===== src/sv/tsp_ram.sv =====
// ----------------------------------------------------------------------------
// tsp_ram
// Simple dual-port RAM, one write port and one registered read port.
// ----------------------------------------------------------------------------
module tsp_ram #(
  parameter int WIDTH = 16,
  parameter int DEPTH = 64
) (
  input  logic                     clk_i,
  input  logic                     we_i,
  input  logic [$clog2(DEPTH)-1:0] waddr_i,
  input  logic [WIDTH-1:0]         wdata_i,
  input  logic [$clog2(DEPTH)-1:0] raddr_i,
  output logic [WIDTH-1:0]         rdata_o
);

  logic [WIDTH-1:0] mem_q [DEPTH];
  logic [WIDTH-1:0] rdata_q;

  always_ff @(posedge clk_i) begin
    if (we_i) begin
      mem_q[waddr_i] <= wdata_i;
    end
    rdata_q <= mem_q[raddr_i];
  end

  assign rdata_o = rdata_q;

endmodule


===== config.mk =====
export PLATFORM = sky130hd
export DESIGN_NAME = tsp_ram
export DESIGN_NICKNAME = d
export VERILOG_FILES = /design/src/sv/tsp_ram.sv
export SDC_FILE = /design/constraint.sdc
export NUM_CORES = 1
export LEC_CHECK = 0
export BUFFER_PORTS_ARGS = -buffer_cell sky130_fd_sc_hd__buf_2
export CAP_MARGIN = 0
export CORE_AREA = 4 4 304 306
export CTS_CLUSTER_DIAMETER = 120
export DETAILED_ROUTE_END_ITERATION = 12
export DIE_AREA = 0 0 308 310
export SLEW_MARGIN = 20
export SYNTH_ARGS = -nofsm -noshare
export SYNTH_HDL_FRONTEND = slang
export SYNTH_SLANG_ARGS = --single-unit

===== constraint.sdc =====
create_clock -name clk_i -period 4.5 [get_ports clk_i]
set_input_delay 0.45 -clock clk_i [delete_from_list [all_inputs] [get_ports clk_i]]
set_output_delay 0.45 -clock clk_i [all_outputs]
set_load 0.1 [all_outputs]

* Yosys cells after proc, flatten, opt, wreduce, memory -nomap -nowiden
Memory sizes are Yosys's and may differ from the RTL's. A register that Yosys moved wholly into a read port is not among the register bits. Cells that the tools add are included.
Word-level totals: bits in registers 0, RAM bits 1024, input port bits 30, word-level logic and storage cells 3, memories kept 1
Operators by class: muxes and demuxes 2
Memory list:
- mem_q | words 64, width 16, rd ports 1, clocked after Yosys merged registers in 1, write ports 1, RTL line 17 | logic [WIDTH-1:0] mem_q [DEPTH];
Operator list (count):
- $mux W1 | 2

* Depth between registers and ports, before layout
Gate-level depths: netlist of run 1.
depth in word-level cells 2, depth in mapped cells 10, depth with buffers taken out 5

* Worst setup path after synthesis of run 1
No wires, ideal clock.
path type in2reg, start point input port waddr_i[3], end point memory mem_q[48][0], enable pin, arrival 2.076 ns, required time 4.091 ns, slack 2.015 ns, cell stages on the path 4, path through clkbuf_1 nor2b_1 nand4b_1 nor3_1
RTL lines:
- start: declaration | RTL line 11 | input logic [$clog2(DEPTH)-1:0] waddr_i,
- end: declaration | RTL line 17
Straight into the memory's write port.

==> flow_metrics.tcl, run 1 <==
set metrics [dict create \
    worst_pin_slew_ns 1.08 \
    grt_pass1_vias 19200 \
    n_fill_cell 6975 \
    drt_iter0_markers 2162 \
    io_pins 46 \
    timing.final.max_slew_violations 0 \
    drc 0 \
    fp.dieArea_sq_mm 0.0955 \
    yosysTopAreaCellShare 0.768 \
    met3WireLength_um 7690 \
    synth-seq-cells 1040 \
    r2r_start "mem_q[22][15]" \
    vias 19200 \
    drive_above_1_share 0.278 \
    via_per_inst 5.89 \
    core_sq_mm 0.0896 \
    area_delta_synth_final_pct 13.8 \
    wl_met2_um 47600 \
    hold_end "mem_q[60][7]" \
    grt_max_degree 101 \
    vdd_ir_drop_max_v 0.000271 \
    cts_resized 0 \
    gp_congestion 0.831 \
    cellPowerDensity_mw_per_mm2 459 \
    highest_layer "met5" \
    clk_pin_slew_ns 0.06 \
    fin_ws_ns 1.76 \
    worst-r2r-setup-slack_ns 2.29 \
    outcome "finished, final reports clean" \
    place_inst 3055 \
    cp-startpoint "raddr_i[0]" \
    rows 110 \
    critPathCaptureType "flop" \
    die_x_um 308 \
    postCtsSetupBuffers 0 \
    rsz0062_at_grt "false" \
    timing.setup.tns_ns 0 \
    start_kind "input port" \
    htree_levels 3 \
    cp.required_ns 5.03 \
    drt-met1-wl_um 40000 \
    ys_seq_area_frac 0.776 \
    p_leak_nw 14.4 \
    fin_worst_skew_ns 0.0369 \
    post-place-ws_ns 1.07 \
    avgSynthCellArea_sq_um 21.9 \
    crit_arrival_ns 3.27 \
    grt_pass1_wl_um 141000 \
    antenna_left 0 \
    cts_buffer_depth 3 \
    syn_nets 1859 \
    cts-root-buf "clkbuf_16" \
    maxSlewHeadroom 0.281 \
    cts.sinks 1040 \
    ys_types 43 \
    synthCells 1829 \
    stdcell_count 3256 \
    portBuffers 45 \
    timing.fmax_mhz 365 \
    hold_slack_ns 0.181 \
    fin_area_sq_mm 0.0456 \
    cts_tree "yes" \
    netlist_top_cells_area "edfxtp_1 (77%), mux4_2 (12%), mux2i_1 (2.1%), dfxtp_1 (0.80%), mux2_2 (0.76%)" \
    multiInputGateArea_sq_mm 0.00828 \
    cp_max_fo 54 \
    yosys_warnings 0 \
    final_common_cell "edfxtp_1" \
    hp-start "wdata_i[7]" \
    postRouteWirelength_um 97200 \
    grtUsageTotal 0.206 \
    power_mw 20.9 \
    grt_overflow 0 \
    min_path_type "input port to flop" \
    placed_cell_area_sq_mm 0.0420 \
    fin_crit_sh 0.609 \
    dr.pass1.iters 5 \
    maxCapViolCount 0 \
    clk_latency_ns 0.67 \
    timing.rr.end "rdata_o[15]" \
    min_period_ns 2.74 \
    drt-wirelength-per-cell_um 29.9 \
    utilization 0.509 \
    ff_latch_area_sq_mm 0.0311 \
    postCtsHoldBufs 0 \
    setup_viol 0 \
    nets 2016 \
    antenna_found_initial 11 \
    layout_common_cells "edfxtp_1 (1024), mux4_2 (220), clkbuf_16 (106)" \
    hpwlAfterDp_um 58400 \
    numCtsBuffers 105 \
    r2r_cells 5 \
    hold_viol_final 0 \
    yosys.area.top_type "edfxtp_1" \
    hold_depth 1 \
    die_h_um 310 \
    synthesis.area_sq_mm 0.0400 \
    worstSetupPathType "input port to flop" \
    start_util 0.447 \
]
-- metal layers --
layer / GRT usage / vias to the layer above
li1: - / 8008
met1: 0.293 / 10300
met2: 0.336 / 758
met3: 0.0342 / 120
met4: 0.0500 / 4
met5: 0 / -
-- critical path, cell delays in order --
cell and delay [ns]:
buf_8 0.51, buf_12 0.44, mux4_1 0.63, mux2_2 0.32, a21oi_1 0.73, nor4_2 0.09
-- registers in the layout (all words and copies together) (netlist names) --
| signal | flops |
|---|---|
| mem_q | 1024 |
| rdata_o | 16 |
-- cell type report --
class | instances | share of cell area
tap | 1176 | 0.0323
clock inverter | 61 | 0.0176
antenna | 3 | 0.000165
multi-input combinational | 685 | 0.182
timing repair buffer | 154 | 0.0251
sequential | 1040 | 0.682
clock buffer | 137 | 0.0614
-- cells by family (layout without fill, tap and decap cells) --
| group | count (synthesis) | count (layout) | share of synthesized area |
|---|---|---|---|
| other | 0 | 3 | 0 |
| flip-flops | 1040 | 1040 | 0.776 |
| buffers and inverters | 104 | 352 | 0.0183 |
| AO/OA/AOI/OAI | 129 | 129 | 0.0241 |
| multiplexers | 336 | 336 | 0.155 |
| AND/OR/NAND/NOR | 220 | 220 | 0.0265 |
-- worst max path at each step --
stage | depth (start not counted) | slack [ns] | endpoint
floorplan | 4 | 2.02 | mem_q[48][0]
global placement | 6 | 1.06 | rdata_o[6]
detailed placement | 6 | 1.07 | rdata_o[6]
CTS | 6 | 1.80 | rdata_o[6]
global route | 6 | 1.68 | rdata_o[6]
finish | 6 | 1.76 | rdata_o[6]
-- synthesized netlist by cell type, drive strengths merged --
| library cell | instances |
|---|---|
| a211o | 8 |
| a22oi | 39 |
| a22o | 6 |
| nor2 | 74 |
| or3b | 1 |
| a41oi | 5 |
| and4 | 5 |
| nor3 | 2 |
| a311oi | 8 |
| nand3b | 2 |
| a221oi | 16 |
| edfxtp | 1024 |
| nor4 | 3 |
| dfxtp | 16 |
| a211oi | 8 |
| mux4 | 224 |
| mux2i | 85 |
| nor2b | 30 |
| nand4b | 1 |
| buf | 77 |
| nand4 | 12 |
| mux2 | 27 |
| o21ai | 8 |
| a31oi | 8 |
| a221o | 6 |
| or3 | 1 |
| nand3 | 24 |
| clkbuf | 27 |
| nand2 | 60 |
| a21oi | 17 |
| and2 | 2 |
| nand2b | 3 |
-- power by group --
part	switching [mW]	leakage (nW)	internal [mW]
sequential	0.0500	9.35	10.7
combinational	0.783	3.36	0.356
clock	3.63	1.74	5.38
total	4.46	14.4	16.5
(Power assumes the default switching activity.)
==> inputs of run 2 (changes only) <==
clock period = 2.36 ns   (was 4.5 ns; I/O delays follow)
==> flow_metrics.tcl, run 2 (synthesized netlist as in run 1, its figures left out) <==
set metrics [dict create \
    hold_end "mem_q[29][10]" \
    hp-start "wdata_i[10]" \
    cts.sinks 1040 \
    clk_pin_slew_ns 0.06 \
    hold_viol_final 0 \
    cp_max_fo 1 \
    start_util 0.447 \
    drt_iter0_markers 1933 \
    cp.depth 7 \
    timing.fmax_mhz 455 \
    rsz0062_at_grt "false" \
    cp.required_ns 2.89 \
    maxSlewHeadroom 0.416 \
    grt_max_degree 65 \
    cts_buffer_depth 3 \
    crit_top_cell "buf_4" \
    start_kind "flop" \
    maxCapViolCount 0 \
    via_per_inst 5.76 \
    hold_depth 1 \
    setup_viol 0 \
    outcome "finished, final reports clean" \
    dr.pass1.iters 5 \
    critPathSlowestCell "a31oi_1" \
    grt_pass1_vias 20300 \
    place_inst 3172 \
    drc 0 \
    critPathCaptureType "flop" \
    rows 110 \
    timing.rr.end "rdata_o[0]" \
    min_path_type "input port to flop" \
    drt-wirelength-per-cell_um 28.8 \
    cts_tree "yes" \
    cellPowerDensity_mw_per_mm2 840 \
    largest-register "mem_q" \
    antenna_left 0 \
    worstSetupPathType "flop to flop" \
    post-place-ws_ns -0.252 \
    fin_crit_sh 0.931 \
    fin_worst_skew_ns 0.0208 \
    area_delta_synth_final_pct 16.8 \
    final_common_cell "edfxtp_1" \
    path_buf_inv 2 \
    crit_arrival_ns 2.73 \
    p_leak_nw 15.1 \
    worst-r2r-setup-slack_ns 0.16 \
    vdd_ir_drop_max_v 0.000634 \
    grt_pass1_wl_um 143000 \
    cpLargestDelayFamily "compound AO/OA/AOI/OAI gates" \
    die_h_um 310 \
    nets 2136 \
    cts-root-buf "clkbuf_16" \
    worst_pin_slew_ns 0.875 \
    critPathMaxStageDelay_ns 0.55 \
    fin_ws_ns 0.163 \
    numCtsBuffers 106 \
    clk_latency_ns 0.67 \
    postCtsSetupBuffers 0 \
    hpwlAfterDp_um 61600 \
    timing.setup.tns_ns 0 \
    postRouteWirelength_um 97200 \
    timing.final.max_slew_violations 0 \
    r2r_start "mem_q[21][0]" \
    largest_reg_flops 1024 \
    grtUsageTotal 0.207 \
    io_pins 46 \
    r2r_cells 7 \
    grt_overflow 0 \
    fp.dieArea_sq_mm 0.0955 \
    layout_common_cells "edfxtp_1 (1024), mux4_2 (220), buf_4 (183)" \
    drive_above_1_share 0.313 \
    gp_congestion 0.828 \
    stdcell_count 3378 \
    vias 19500 \
    core_sq_mm 0.0896 \
    worstPathCellList "mux4_2 > mux2i_1 > buf_4 > a22oi_1 > a31oi_1 > buf_4 > a311oi_1" \
    portBuffers 45 \
    min_period_ns 2.20 \
    htree_levels 3 \
    antenna_found_initial 9 \
    die_x_um 308 \
]
run 2: area by class of cell:
type,instances,area (sq um)
Clock buffer,146,2960
Sequential cell,1040,31100
Fill cell,6929,42800
Antenna cell,5,12.5
Multi-Input combinational cell,685,8250
Clock inverter,53,478
Tap cell,1176,1470
Timing Repair Buffer,273,2510
run 2: per-layer routing:
metal | vias to the layer above | track usage | wire length (um)
met5 | - | 0 | 27
met2 | 571 | 0.345 | 48200
met4 | 4 | 0.0618 | 2760
met1 | 10500 | 0.289 | 41500
met3 | 154 | 0.0295 | 4660
li1 | 8254 | - | -
run 2: metrics by stage:
stage | power (mW) | util | cell area [sq um] | hold WS, ns
floorplan | 22.2 | - | 40000 | 0.335
global placement | 23.3 | 0.483 | 43300 | 0.662
detailed placement | 23.3 | 0.483 | 43300 | 0.656
CTS | 39.6 | 0.522 | 46700 | 0.0367
global route | 40.5 | 0.522 | 46700 | 0.0603
finish | 39.2 | 0.522 | 46800 | 0.0617
run 2: worst max path at each step:
| stage | from | end | slack [ns] |
|---|---|---|---|
| final | mem_q[21][0] | rdata_o[0] | 0.16 |
| after global routing | mem_q[21][0] | rdata_o[0] | 0.14 |
| after CTS | mem_q[21][0] | rdata_o[0] | 0.21 |
| after detailed placement | raddr_i[0] | rdata_o[0] | -0.25 |
| after global placement | raddr_i[0] | rdata_o[0] | -0.27 |
| after floorplan | waddr_i[3] | mem_q[48][0] | 0.09 |
run 2: what timing repair did:
item / in CTS / in global routing
resized for setup: 0 / 0
hold buffers: 2 / 0
hold endpoints to repair: 21 / 0
run 2: where the power goes:
group | total, mW | switching [mW] | internal, mW | leakage (nW)
registers | 20.5 | 0.0717 | 20.4 | 9.35
logic | 2.39 | 1.52 | 0.869 | 4.09
clock network | 16.3 | 6.80 | 9.54 | 1.69
total | 39.2 | 8.39 | 30.9 | 15.1
run 2: worst reg2reg max path, cell delays in order, from the launching register on:
cell and delay, ns:
edfxtp_1 0.36, mux4_2 0.48, mux2i_1 0.14, buf_4 0.16
a22oi_1 0.12, a31oi_1 0.55, buf_4 0.22, a311oi_1 0.04
